===== src/rtl/gcode_token_lexer_assert.svh =====
// ----------------------------------------------------------------------------
// gcode_token_lexer_assert
// assertion macros used by the lexer top level
// ----------------------------------------------------------------------------
`ifndef GCODE_TOKEN_LEXER_ASSERT_SVH
`define GCODE_TOKEN_LEXER_ASSERT_SVH
`ifndef SYNTHESIS
`define GTL_ASSERT_IMPL(label, clk, rst_n, ante, cons) \
    label: assert property (@(posedge clk) disable iff (!rst_n) (ante) |-> (cons)) \
        else $error("gcode_token_lexer: implication check failed");
`define GTL_ASSERT_NEXT(label, clk, rst_n, ante, cons) \
    label: assert property (@(posedge clk) disable iff (!rst_n) (ante) |=> (cons)) \
        else $error("gcode_token_lexer: next-cycle check failed");
`else
`define GTL_ASSERT_IMPL(label, clk, rst_n, ante, cons)
`define GTL_ASSERT_NEXT(label, clk, rst_n, ante, cons)
`endif
`endif


===== src/rtl/gtl_pkg.sv =====
// ----------------------------------------------------------------------------
// gtl_pkg
// types, character codes and helpers for the g-code token lexer
// ----------------------------------------------------------------------------
`default_nettype none

package gtl_pkg;

    typedef enum logic [2:0] {
        MODE_IDLE,
        MODE_NUM,
        MODE_LDOT,
        MODE_ID,
        MODE_CMT,
        MODE_PAREN,
        MODE_STAR
    } lex_mode_t;

    typedef enum logic [4:0] {
        TOK_NUM,
        TOK_DOT,
        TOK_ID,
        TOK_CMT,
        TOK_PAREN,
        TOK_ADD,
        TOK_SUB,
        TOK_MUL,
        TOK_DIV,
        TOK_POW,
        TOK_OBR,
        TOK_CBR,
        TOK_OANG,
        TOK_CANG,
        TOK_EQ,
        TOK_POUND,
        TOK_EOL,
        TOK_EOF,
        TOK_ERR
    } tok_t;

    typedef struct packed {
        tok_t       token_type;
        logic [7:0] value_char;
        logic       char_valid;
        logic       token_last;
    } result_t;

    // results produced by one input item, in order
    typedef struct packed {
        logic [1:0] count;
        result_t    first;
        result_t    second;
    } res_pair_t;

    localparam int QUEUE_DEPTH = 4;

    localparam logic [7:0] CH_NUL    = 8'h00;
    localparam logic [7:0] CH_TAB    = 8'h09;
    localparam logic [7:0] CH_LF     = 8'h0a;
    localparam logic [7:0] CH_CR     = 8'h0d;
    localparam logic [7:0] CH_SPACE  = 8'h20;
    localparam logic [7:0] CH_POUND  = 8'h23;
    localparam logic [7:0] CH_PCT    = 8'h25;
    localparam logic [7:0] CH_LPAREN = 8'h28;
    localparam logic [7:0] CH_RPAREN = 8'h29;
    localparam logic [7:0] CH_STAR   = 8'h2a;
    localparam logic [7:0] CH_PLUS   = 8'h2b;
    localparam logic [7:0] CH_MINUS  = 8'h2d;
    localparam logic [7:0] CH_DOT    = 8'h2e;
    localparam logic [7:0] CH_SLASH  = 8'h2f;
    localparam logic [7:0] CH_SEMI   = 8'h3b;
    localparam logic [7:0] CH_LT     = 8'h3c;
    localparam logic [7:0] CH_EQ     = 8'h3d;
    localparam logic [7:0] CH_GT     = 8'h3e;
    localparam logic [7:0] CH_LBRK   = 8'h5b;
    localparam logic [7:0] CH_RBRK   = 8'h5d;
    localparam logic [7:0] CH_UNDER  = 8'h5f;

    function automatic logic is_ws(input logic [7:0] c);
        return (c == CH_SPACE) || (c == CH_TAB) || (c == CH_CR);
    endfunction

    function automatic logic is_digit(input logic [7:0] c);
        return (c >= 8'h30) && (c <= 8'h39);
    endfunction

    function automatic logic is_idch(input logic [7:0] c);
        return ((c >= 8'h61) && (c <= 8'h7a)) || ((c >= 8'h41) && (c <= 8'h5a))
            || (c == CH_UNDER);
    endfunction

    function automatic result_t mk_res(input tok_t t, input logic [7:0] c,
                                       input logic v, input logic l);
        result_t r;
        r.token_type = t;
        r.value_char = v ? c : 8'h00;
        r.char_valid = v;
        r.token_last = l;
        return r;
    endfunction

endpackage

`default_nettype wire


===== src/rtl/gtl_lex.sv =====
// ----------------------------------------------------------------------------
// gtl_lex
// input register, lexer mode state and the per-byte token decision
// ----------------------------------------------------------------------------
`default_nettype none

module gtl_lex
    import gtl_pkg::*;
(
    input  wire logic       clk,
    input  wire logic       rst_n,
    input  wire logic       in_valid,
    output logic            in_ready,
    input  wire logic       req_type,
    input  wire logic [7:0] ch,
    input  wire logic       room,
    output res_pair_t       res
);

    logic       hold_valid_reg, hold_valid_next;
    logic       req_reg;
    logic [7:0] ch_reg;
    lex_mode_t  mode_reg, mode_next;
    logic       dot_reg, dot_next;
    logic       advance;

    // byte lexed from the idle mode
    logic       idle_v;
    result_t    idle_r;
    lex_mode_t  idle_mode;
    logic       idle_dot;

    logic       fv, sv, take_idle;
    result_t    fr, sr;

    assign advance  = hold_valid_reg && room;
    assign in_ready = !hold_valid_reg || room;
    assign hold_valid_next = in_ready ? in_valid : hold_valid_reg;

    always_ff @(posedge clk or negedge rst_n)
    begin
        if (!rst_n)
        begin
            hold_valid_reg <= 1'b0;
            mode_reg       <= MODE_IDLE;
            dot_reg        <= 1'b0;
        end
        else
        begin
            hold_valid_reg <= hold_valid_next;
            mode_reg       <= mode_next;
            dot_reg        <= dot_next;
        end
    end

    always_ff @(posedge clk)
    begin
        if (in_valid && in_ready)
        begin
            req_reg <= req_type;
            ch_reg  <= ch;
        end
    end

    // how a byte starts fresh between tokens
    always_comb
    begin
        idle_v    = 1'b1;
        idle_mode = MODE_IDLE;
        idle_dot  = 1'b0;
        idle_r    = mk_res(TOK_ERR, ch_reg, 1'b1, 1'b1);
        priority if (is_ws(ch_reg) || ch_reg == CH_PCT)
            idle_v = 1'b0;
        else if (ch_reg == CH_NUL)
            idle_r = mk_res(TOK_EOF, CH_NUL, 1'b0, 1'b1);
        else if (ch_reg == CH_SEMI)
        begin
            idle_v    = 1'b0;
            idle_mode = MODE_CMT;
        end
        else if (ch_reg == CH_LPAREN)
        begin
            idle_v    = 1'b0;
            idle_mode = MODE_PAREN;
        end
        else if (ch_reg == CH_DOT)
        begin
            idle_v    = 1'b0;
            idle_mode = MODE_LDOT;
            idle_dot  = 1'b1;
        end
        else if (is_digit(ch_reg))
        begin
            idle_r    = mk_res(TOK_NUM, ch_reg, 1'b1, 1'b0);
            idle_mode = MODE_NUM;
        end
        else if (is_idch(ch_reg))
        begin
            idle_r    = mk_res(TOK_ID, ch_reg, 1'b1, 1'b0);
            idle_mode = MODE_ID;
        end
        else if (ch_reg == CH_STAR)
        begin
            idle_v    = 1'b0;
            idle_mode = MODE_STAR;
        end
        else if (ch_reg == CH_PLUS)
            idle_r = mk_res(TOK_ADD, ch_reg, 1'b1, 1'b1);
        else if (ch_reg == CH_MINUS)
            idle_r = mk_res(TOK_SUB, ch_reg, 1'b1, 1'b1);
        else if (ch_reg == CH_SLASH)
            idle_r = mk_res(TOK_DIV, ch_reg, 1'b1, 1'b1);
        else if (ch_reg == CH_LBRK)
            idle_r = mk_res(TOK_OBR, ch_reg, 1'b1, 1'b1);
        else if (ch_reg == CH_RBRK)
            idle_r = mk_res(TOK_CBR, ch_reg, 1'b1, 1'b1);
        else if (ch_reg == CH_LT)
            idle_r = mk_res(TOK_OANG, ch_reg, 1'b1, 1'b1);
        else if (ch_reg == CH_GT)
            idle_r = mk_res(TOK_CANG, ch_reg, 1'b1, 1'b1);
        else if (ch_reg == CH_EQ)
            idle_r = mk_res(TOK_EQ, ch_reg, 1'b1, 1'b1);
        else if (ch_reg == CH_POUND)
            idle_r = mk_res(TOK_POUND, ch_reg, 1'b1, 1'b1);
        else if (ch_reg == CH_LF)
            idle_r = mk_res(TOK_EOL, ch_reg, 1'b1, 1'b1);
        else
            idle_r = mk_res(TOK_ERR, ch_reg, 1'b1, 1'b1);
    end

    // next state
    always_comb
    begin
        mode_next = mode_reg;
        dot_next  = dot_reg;
        if (advance)
        begin
            if (req_reg)
            begin
                mode_next = MODE_IDLE;
                dot_next  = 1'b0;
            end
            else
            begin
                unique case (mode_reg)
                    MODE_NUM:
                    begin
                        if (is_ws(ch_reg) || is_digit(ch_reg))
                            dot_next = dot_reg;
                        else if (ch_reg == CH_DOT && !dot_reg)
                            dot_next = 1'b1;
                        else
                        begin
                            mode_next = idle_mode;
                            dot_next  = idle_dot;
                        end
                    end
                    MODE_LDOT:
                    begin
                        if (is_ws(ch_reg))
                            dot_next = dot_reg;
                        else if (is_digit(ch_reg))
                        begin
                            mode_next = MODE_NUM;
                            dot_next  = 1'b1;
                        end
                        else
                        begin
                            mode_next = idle_mode;
                            dot_next  = idle_dot;
                        end
                    end
                    MODE_ID:
                    begin
                        if (!is_idch(ch_reg))
                        begin
                            mode_next = idle_mode;
                            dot_next  = idle_dot;
                        end
                    end
                    MODE_CMT:
                    begin
                        if (ch_reg == CH_LF)
                        begin
                            mode_next = MODE_IDLE;
                            dot_next  = 1'b0;
                        end
                    end
                    MODE_PAREN:
                    begin
                        if (ch_reg == CH_RPAREN)
                        begin
                            mode_next = MODE_IDLE;
                            dot_next  = 1'b0;
                        end
                    end
                    MODE_STAR:
                    begin
                        if (ch_reg == CH_STAR)
                        begin
                            mode_next = MODE_IDLE;
                            dot_next  = 1'b0;
                        end
                        else
                        begin
                            mode_next = idle_mode;
                            dot_next  = idle_dot;
                        end
                    end
                    default:
                    begin
                        mode_next = idle_mode;
                        dot_next  = idle_dot;
                    end
                endcase
            end
        end
    end

    // results: an optional first item from the open token, then an optional second item
    always_comb
    begin
        fv        = 1'b0;
        fr        = mk_res(TOK_NUM, CH_NUL, 1'b0, 1'b0);
        sv        = 1'b0;
        sr        = mk_res(TOK_NUM, CH_NUL, 1'b0, 1'b0);
        take_idle = 1'b0;
        if (req_reg)
        begin
            fv = 1'b1;
            unique case (mode_reg)
                MODE_NUM:   fr = mk_res(TOK_NUM, CH_NUL, 1'b0, 1'b1);
                MODE_LDOT:  fr = mk_res(TOK_DOT, CH_DOT, 1'b1, 1'b1);
                MODE_ID:    fr = mk_res(TOK_ID, CH_NUL, 1'b0, 1'b1);
                MODE_CMT:   fr = mk_res(TOK_CMT, CH_NUL, 1'b0, 1'b1);
                MODE_PAREN: fr = mk_res(TOK_ERR, CH_NUL, 1'b0, 1'b1);
                MODE_STAR:  fr = mk_res(TOK_MUL, CH_STAR, 1'b1, 1'b1);
                default:    fv = 1'b0;
            endcase
            sv = 1'b1;
            sr = mk_res(TOK_EOF, CH_NUL, 1'b0, 1'b1);
        end
        else
        begin
            unique case (mode_reg)
                MODE_NUM:
                begin
                    if (is_ws(ch_reg))
                        fv = 1'b0;
                    else if (is_digit(ch_reg) || (ch_reg == CH_DOT && !dot_reg))
                    begin
                        fv = 1'b1;
                        fr = mk_res(TOK_NUM, ch_reg, 1'b1, 1'b0);
                    end
                    else
                    begin
                        fv        = 1'b1;
                        fr        = mk_res(TOK_NUM, CH_NUL, 1'b0, 1'b1);
                        take_idle = 1'b1;
                    end
                end
                MODE_LDOT:
                begin
                    if (is_ws(ch_reg))
                        fv = 1'b0;
                    else if (is_digit(ch_reg))
                    begin
                        fv = 1'b1;
                        fr = mk_res(TOK_NUM, CH_DOT, 1'b1, 1'b0);
                        sv = 1'b1;
                        sr = mk_res(TOK_NUM, ch_reg, 1'b1, 1'b0);
                    end
                    else
                    begin
                        fv        = 1'b1;
                        fr        = mk_res(TOK_DOT, CH_DOT, 1'b1, 1'b1);
                        take_idle = 1'b1;
                    end
                end
                MODE_ID:
                begin
                    fv = 1'b1;
                    if (is_idch(ch_reg))
                        fr = mk_res(TOK_ID, ch_reg, 1'b1, 1'b0);
                    else
                    begin
                        fr        = mk_res(TOK_ID, CH_NUL, 1'b0, 1'b1);
                        take_idle = 1'b1;
                    end
                end
                MODE_CMT:
                begin
                    if (ch_reg == CH_CR)
                        fv = 1'b0;
                    else if (ch_reg == CH_LF)
                    begin
                        fv        = 1'b1;
                        fr        = mk_res(TOK_CMT, CH_NUL, 1'b0, 1'b1);
                        take_idle = 1'b1;
                    end
                    else
                    begin
                        fv = 1'b1;
                        fr = mk_res(TOK_CMT, ch_reg, 1'b1, 1'b0);
                    end
                end
                MODE_PAREN:
                begin
                    fv = 1'b1;
                    if (ch_reg == CH_RPAREN)
                        fr = mk_res(TOK_PAREN, CH_NUL, 1'b0, 1'b1);
                    else
                        fr = mk_res(TOK_PAREN, ch_reg, 1'b1, 1'b0);
                end
                MODE_STAR:
                begin
                    fv = 1'b1;
                    if (ch_reg == CH_STAR)
                    begin
                        fr = mk_res(TOK_POW, ch_reg, 1'b1, 1'b0);
                        sv = 1'b1;
                        sr = mk_res(TOK_POW, ch_reg, 1'b1, 1'b1);
                    end
                    else
                    begin
                        fr        = mk_res(TOK_MUL, CH_STAR, 1'b1, 1'b1);
                        take_idle = 1'b1;
                    end
                end
                default: take_idle = 1'b1;
            endcase
            if (take_idle)
            begin
                sv = idle_v;
                sr = idle_r;
            end
        end
    end

    // pack so that the first valid item always sits in the first slot
    always_comb
    begin
        res.first  = fv ? fr : sr;
        res.second = sr;
        if (!advance)
            res.count = 2'd0;
        else if (fv)
            res.count = sv ? 2'd2 : 2'd1;
        else
            res.count = sv ? 2'd1 : 2'd0;
    end

endmodule

`default_nettype wire


===== src/rtl/gcode_token_lexer.sv =====
// a byte is held in the lexer input register, then its results enter the queue
// throughput: with out_ready high, one byte per cycle while each byte yields at
// most one result; the output port drains one result per cycle, so two-result
// bytes set the pace
// a four-entry result queue takes a byte's results once two slots are free
// reset: asynchronous, active low; lexer returns to idle and the queue empties
// ----------------------------------------------------------------------------
// gcode_token_lexer
// streaming g-code tokenizer: bytes in, token body and end items out
// ----------------------------------------------------------------------------
`default_nettype none

`include "gcode_token_lexer_assert.svh"

module gcode_token_lexer
    import gtl_pkg::*;
(
    input  wire logic       clk,
    input  wire logic       rst_n,
    input  wire logic       in_valid,
    output logic            in_ready,
    input  wire logic       req_type,
    input  wire logic [7:0] ch,
    output logic            out_valid,
    input  wire logic       out_ready,
    output logic [4:0]      token_type,
    output logic [7:0]      value_char,
    output logic            char_valid,
    output logic            token_last
);

    localparam int PTR_W = $clog2(QUEUE_DEPTH);
    localparam int CNT_W = $clog2(QUEUE_DEPTH + 1);

    res_pair_t          pair;
    logic               room;
    logic               pop;
    result_t            q_mem [QUEUE_DEPTH];
    logic [PTR_W-1:0]   wr_ptr_reg, wr_ptr_next;
    logic [PTR_W-1:0]   rd_ptr_reg, rd_ptr_next;
    logic [CNT_W-1:0]   q_count_reg, q_count_next;
    result_t            head;

    gtl_lex u_lex (
        .clk      (clk),
        .rst_n    (rst_n),
        .in_valid (in_valid),
        .in_ready (in_ready),
        .req_type (req_type),
        .ch       (ch),
        .room     (room),
        .res      (pair)
    );

    assign room      = q_count_reg <= CNT_W'(QUEUE_DEPTH - 2);
    assign out_valid = q_count_reg != '0;
    assign pop       = out_valid && out_ready;

    assign wr_ptr_next  = wr_ptr_reg + PTR_W'(pair.count);
    assign rd_ptr_next  = rd_ptr_reg + PTR_W'(pop);
    assign q_count_next = q_count_reg + CNT_W'(pair.count) - CNT_W'(pop);

    always_ff @(posedge clk or negedge rst_n)
    begin
        if (!rst_n)
        begin
            wr_ptr_reg  <= '0;
            rd_ptr_reg  <= '0;
            q_count_reg <= '0;
        end
        else
        begin
            wr_ptr_reg  <= wr_ptr_next;
            rd_ptr_reg  <= rd_ptr_next;
            q_count_reg <= q_count_next;
        end
    end

    always_ff @(posedge clk)
    begin
        if (pair.count != 2'd0)
            q_mem[wr_ptr_reg] <= pair.first;
        if (pair.count == 2'd2)
            q_mem[wr_ptr_reg + PTR_W'(1)] <= pair.second;
    end

    assign head       = q_mem[rd_ptr_reg];
    assign token_type = head.token_type;
    assign value_char = head.value_char;
    assign char_valid = head.char_valid;
    assign token_last = head.token_last;

    // a push never overruns the queue
    `GTL_ASSERT_IMPL(a_push_room, clk, rst_n, pair.count != 2'd0,
                     q_count_reg <= CNT_W'(QUEUE_DEPTH - 2))
    `GTL_ASSERT_IMPL(a_count_max, clk, rst_n, 1'b1, q_count_reg <= CNT_W'(QUEUE_DEPTH))
    // a two-item push that keeps its first token open stays in that token
    `GTL_ASSERT_IMPL(a_pair_order, clk, rst_n,
                     pair.count == 2'd2 && !pair.first.token_last,
                     pair.second.token_type == pair.first.token_type)
    // occupancy and pointers stay consistent
    `GTL_ASSERT_NEXT(a_ptr_track, clk, rst_n, 1'b1,
                     q_count_reg[PTR_W-1:0] == PTR_W'(wr_ptr_reg - rd_ptr_reg))

endmodule

`default_nettype wire


===== config.mk =====
export PLATFORM = sky130hd
export DESIGN_NAME = gcode_token_lexer
export DESIGN_NICKNAME = d
export VERILOG_FILES = /design/src/rtl/gtl_pkg.sv /design/src/rtl/gtl_lex.sv /design/src/rtl/gcode_token_lexer.sv
export VERILOG_INCLUDE_DIRS = /design/src /design/src/rtl
export SDC_FILE = /design/constraint.sdc
export NUM_CORES = 1
export LEC_CHECK = 0
export ABC_AREA = 0
export BUFFER_PORTS_ARGS = -buffer_cell sky130_fd_sc_hd__buf_2
export CAP_MARGIN = 30
export CORE_ASPECT_RATIO = 1.2
export CORE_UTILIZATION = 60
export DETAILED_ROUTE_END_ITERATION = 10
export GPL_TIMING_DRIVEN = 1
export PLACE_DENSITY = 0.79
export SYNTH_ARGS = -nofsm -noshare
export SYNTH_HDL_FRONTEND = slang
export SYNTH_SLANG_ARGS = --single-unit

===== constraint.sdc =====
create_clock -name clk -period 5 [get_ports clk]
set_input_delay 0.25 -clock clk [delete_from_list [all_inputs] [get_ports clk]]
set_output_delay 0.25 -clock clk [all_outputs]
set_load 0.01 [all_outputs]

Word level (Yosys, flattened, before mapping)
Memories as Yosys holds them, arrays and structs flattened.
Index checks and enable logic that the tools add are counted.
{"block": "word_totals", "mem_count": 1, "ff_bits": 21, "in_bits": 13, "mem_bits_rw": 60}
{"name": "q_mem", "words": 4, "word_bits": 15, "rd": 1, "rd_clocked_by_memory_dff": 0, "wr": 2, "line_no": "gcode_token_lexer.sv:38", "text": "result_t q_mem [QUEUE_DEPTH];"}
{"block": "op_classes", "n_addsub": 5, "mux": 106, "eq_ne": 33, "reduce_logical": 25, "order_cmp": 7}
{"operator": "15-bit two-way mux", "count": 25}
{"operator": "15-bit one-hot mux with 6 select lines", "count": 2}
{"operator": "8-bit by 6-bit equality test with 1-bit output, second input constant", "count": 14}
{"operator": "3-bit two-way mux", "count": 17}
{"operator": "10-bit two-way mux", "count": 5}
{"operator": "1-bit two-way mux", "count": 44}
{"operator": "15-bit one-hot mux with 2 select lines", "count": 1}
{"operator": "14-bit two-way mux", "count": 2}
{"operator": "8-bit by 4-bit equality test with 1-bit output, second input constant", "count": 3}
{"operator": "8-bit by 7-bit equality test with 1-bit output, second input constant", "count": 3}
{"operator": "3-bit one-hot mux with 6 select lines", "count": 1}
{"operator": "8-bit by 7-bit greater-or-equal comparator with 1-bit output, second input constant", "count": 2}
{"operator": "8-bit by 7-bit less-or-equal comparator with 1-bit output, second input constant", "count": 2}
{"operator": "12-bit two-way mux", "count": 1}
{"operator": "3-bit by 2-bit != test with 1-bit output, second input constant", "count": 4}
{"operator": "1-bit one-hot mux with 6 select lines", "count": 2}
{"operator": "11-bit two-way mux", "count": 1}
{"operator": "3-bit equality test, second input constant", "count": 3}
{"operator": "8-bit by 6-bit greater-or-equal comparator with 1-bit output, second input constant", "count": 1}
{"operator": "8-bit by 6-bit less-or-equal comparator with 1-bit output, second input constant", "count": 1}
{"operator": "8-bit zero test", "count": 1}
{"operator": "1-bit logical OR", "count": 8}
{"operator": "1-bit logical AND", "count": 7}
{"operator": "7-bit AND reduction", "count": 1}
{"operator": "20 further kinds", "count": 25}

Depth between registers and ports, before layout
{"block": "depth", "depth_word": 22, "depth_mapped": 16, "mapped_depth_nobuf": 13}

Hierarchy
A second synthesis with hierarchy kept.
{"block": "unflattened", "cells_unflattened": 447, "hier_area_um2": 5306.3}
{"module": "gcode_token_lexer", "cells_each": 186, "seq_area_each_um2": 1976.9, "instances": 1, "area_each_um2": 3468.3}
{"module": "gtl_lex", "cells_each": 261, "seq_area_each_um2": 395.4, "instances": 1, "area_each_um2": 1838.0}

Worst setup path after synthesis
OpenSTA, ideal clock, no wires.
{"block": "synth_timing", "kind": "reg-to-reg", "from": "register u_lex.ch_reg[1]", "to": "memory q_mem[1][0] (netlist name), enable pin", "slack_ns": 0.710, "stages_incl_launch_ff": 12, "n_path_buf": 1, "arrival_ns": 3.884, "path_cell_list": "edfxtp_1 or4_4 o221a_1 or4_4 nand4b_4 buf_6 a21oi_1 nand2_1 ha_1 nor2b_1 a21oi_1 nor3_1"}
{"element": "start, declared", "line_no": "gtl_lex.sv:22", "text": "logic [7:0] ch_reg;"}
{"element": "start signal, assigned", "line_no": "gtl_lex.sv:61", "text": "ch_reg <= ch;"}
{"element": "end, declared", "line_no": "gcode_token_lexer.sv:38"}

==> results.sh <==
export IMPL_cts_buffers=9
export IMPL_port_buffers=29
export IMPL_rsz0062_at_grt="false"
export IMPL_cp_top_family="simple AND/OR/NAND/NOR gates"
export IMPL_first_iter_violations=331
export IMPL_critPathMaxFanout=13
export IMPL_cts_max_level=3
export IMPL_ir_drop_mv=0.263
export IMPL_first_global_vias=3890
export IMPL_endpoint_kind="flip-flop"
export IMPL_synthTopCellsByArea="edfxtp_1 40%, mux4_2 6.6%, dfrtp_1 5.9%"
export IMPL_setup_viol=0
export IMPL_sw_frac_of_total_pct=40.8
export IMPL_cts_tree="done"
export IMPL_cts_resized=0
export IMPL_syn_area_sq_mm=0.00512
export IMPL_crit_arrival_ns=4.49
export IMPL_antenna_found_initial=0
export IMPL_p_leak_uw=0.00202
export IMPL_grt_pass1_wl_mm=20.3
export IMPL_comb_power_share_pct=49.4
export IMPL_insertion_delay_ns=0.36
export IMPL_slowest_stage="or4b_1"
export IMPL_wire_per_inst_um=21.7
export IMPL_startpoint="u_lex.ch_reg[4]"
export IMPL_setup_slack_ns=0.622
export IMPL_synthFlopType="edfxtp_1"
export IMPL_hold_start="ch[2]"
export IMPL_drt_wl_total_mm=12.8
export IMPL_syn_nets=470
export IMPL_p_sw_uw=1320
export IMPL_clock_sinks=81
export IMPL_cp_cell_sequence="or4b_1, o32a_1, nor2_1, a21oi_1, a21oi_1, nand2_1, ha_1, nor2b_1, nand2b_1, or3_1, nand2_2, mux2_2"
export IMPL_path_class="reg2reg"
export IMPL_fin_util_pct=68.1
export IMPL_synth_edf_count=69
export IMPL_grt_use_total_pct=30.7
export IMPL_die_area_sq_mm=0.00891
export IMPL_min_period_over_period_pct=87.6
export IMPL_start_kind="flip-flop"
export IMPL_finalWeightedCongestion=1.04
export IMPL_grt_max_degree=18
export IMPL_crit_buf_inv=0
export IMPL_slowest_delay_ns=0.83
export IMPL_powerDensity_mw_per_mm2=579
export IMPL_status="completed"
export IMPL_postSynthAreaPerCell_sq_um=11.4
export IMPL_final_layout_size_suffix_gt1_share_pct=23.4
export IMPL_fin_skew_ns=0.00774
export IMPL_clockBufferDepth=2
export IMPL_synthDistinctLibCells=78
export IMPL_clkPwrFrac_pct=14.9
export IMPL_drt_vias_per_instance=6.66
export IMPL_drv_slew=0
export IMPL_grt_remaining_overflow=0
export IMPL_synth_seq_cells=81
export IMPL_synthArstFlopShare_pct=14.8
export IMPL_crit_required_ns=5.11
export IMPL_yosysTopAreaCell="edfxtp_1"
export IMPL_dp_slack_ns=0.700
export IMPL_drc=0
export IMPL_netlist_top_cells_count="69 x edfxtp_1, 45 x nor3_1, 33 x nand2_1"
export IMPL_largest_register_ffs=60
export IMPL_num_io_pins=30
export IMPL_crit_top_cell="a21oi_1"
export IMPL_start_util_pct=62.4
export IMPL_hold_viol=0
export IMPL_cts_setup_buffers=0
export IMPL_die_x_um=86.3
export IMPL_cts_root_buffer="clkbuf_8"
export IMPL_yosysSeqAreaShare_pct=46.3
export IMPL_postSynthCellCount=450
export IMPL_relSlewSlack_pct=42.8
export IMPL_final_min_clock_period_ns=4.38
export IMPL_tns_ns=0
export IMPL_drt_pre_antenna_iters=5
export IMPL_diodes=0
export IMPL_path_clk_slew_ns=0.09
export IMPL_core_sq_mm=0.00820
export IMPL_die_h_um=103
export IMPL_max_cap_violations=0
export IMPL_place_hpwl_mm=9.27
export IMPL_hold_class="in2reg"
export IMPL_ys_warn_count=0
export IMPL_p_int_uw=1910
export IMPL_clock_fmax_ghz=0.228
export IMPL_area_growth_pct=9.04
export IMPL_max_slew_worst_pin_slew_ns=0.854
export IMPL_final_nets=494
export IMPL_seq_power_share_pct=35.7
export IMPL_r2r_start="u_lex.ch_reg[4]"
export IMPL_rows=36
export IMPL_synth_top_area_share_pct=40.5
export IMPL_drtAntennaViolNets=0
export IMPL_nFillCells=634
export IMPL_synth_most_common_cell="edfxtp_1"
export IMPL_vias=3950
-- final timing paths --
check	endpoint	slack [ns]	depth (start not counted)
min reg2reg	q_count_reg[2]	0.50	1
max reg2reg	q_mem[1][4]	0.62	12
max	q_mem[1][4]	0.62	12
max in group asynchronous	u_lex.hold_valid_reg	4.49	2
min in group asynchronous	wr_ptr_reg[0]	0.29	2
min	u_lex.ch_reg[2]	0.06	1
-- worst reg2reg max path, cell delays in order, from the launching register on --
cell and delay, ns:
edfxtp_1 0.54, or4b_1 0.83, o32a_1 0.42, nor2_1 0.15, a21oi_1 0.06, a21oi_1 0.22
nand2_1 0.08, ha_1 0.34, nor2b_1 0.29, nand2b_1 0.15, or3_1 0.47, nand2_2 0.23
mux2_2 0.36
-- cell type report --
type,count,area [sq um],area share (%)
Clock buffer,10,128,2.29
Clock inverter,6,66.3,1.19
Inverter,9,36.3,0.650
Multi-Input combinational cell,326,2530,45.4
Sequential cell,81,2370,42.5
Tap cell,114,143,2.56
Timing Repair Buffer,47,303,5.42
-- per-stage QoR --
stage               cells  hold slack (ns)  instance area (sq um)  power, uW
floorplan             450          -0.0456                   5120       2310
global placement      575            0.139                   5350       2660
detailed placement    575            0.147                   5350       2710
CTS                   592           0.0484                   5550       3190
global route          593           0.0371                   5580       3420
finish                593           0.0586                   5580       3230
-- what timing repair did --
action | 4_1_cts | 5_1_grt
hold buffers | 1 | 0
endpoints found under the setup margin | 0 | 0
endpoints found under the hold margin | 12 | 0
-- logic make-up (layout without fill, tap and decap cells) --
| group | after synthesis | after routing | share of synthesized area (%) |
|---|---|---|---|
| multiplexers | 39 | 39 | 11.6 |
| AND/OR/NAND/NOR | 170 | 170 | 19.0 |
| adder cells (fa/ha/maj) | 7 | 7 | 1.86 |
| AO/OA/AOI/OAI | 103 | 103 | 15.7 |
| buffers and inverters | 43 | 72 | 4.25 |
| flip-flops | 81 | 81 | 46.3 |
| XOR/XNOR | 7 | 7 | 1.20 |
-- metal layers --
metal | vias to the layer above | global-route usage [%] | routed length (um)
met4 | 0 | 16.7 | 543
met3 | 51 | 5.24 | 773
met5 | - | 0 | 0
met1 | 1861 | 38.4 | 5230
li1 | 1817 | - | -
met2 | 221 | 51.4 | 6300
-- layout by cell type (no fill, tap or decap), types with 8 or more instances in the layout --
cell type and count:
nand3_1 8, nor3_1 44, inv_1 8, mux2i_1 13, buf_2 29, dfrtp_1 12
nor2_1 26, o21ai_0 10, a31oi_1 9, o22ai_1 10, edfxtp_1 69, mux2_2 11
a22oi_1 8, buf_4 16, a21oi_1 19, mux4_2 15, nand2_1 33, clkbuf_8 9
-- power by group through the flow --
| stage | Combinational [uW] | Sequential [uW] | Clock [uW] |
|---|---|---|---|
| floorplan | 1250 | 1060 | 0 |
| global placement | 1470 | 1180 | 0 |
| detailed placement | 1510 | 1200 | 0 |
| CTS | 1520 | 1180 | 486 |
| global route | 1730 | 1180 | 516 |
| finish | 1600 | 1150 | 482 |
Power figures use the tool's default switching activity.
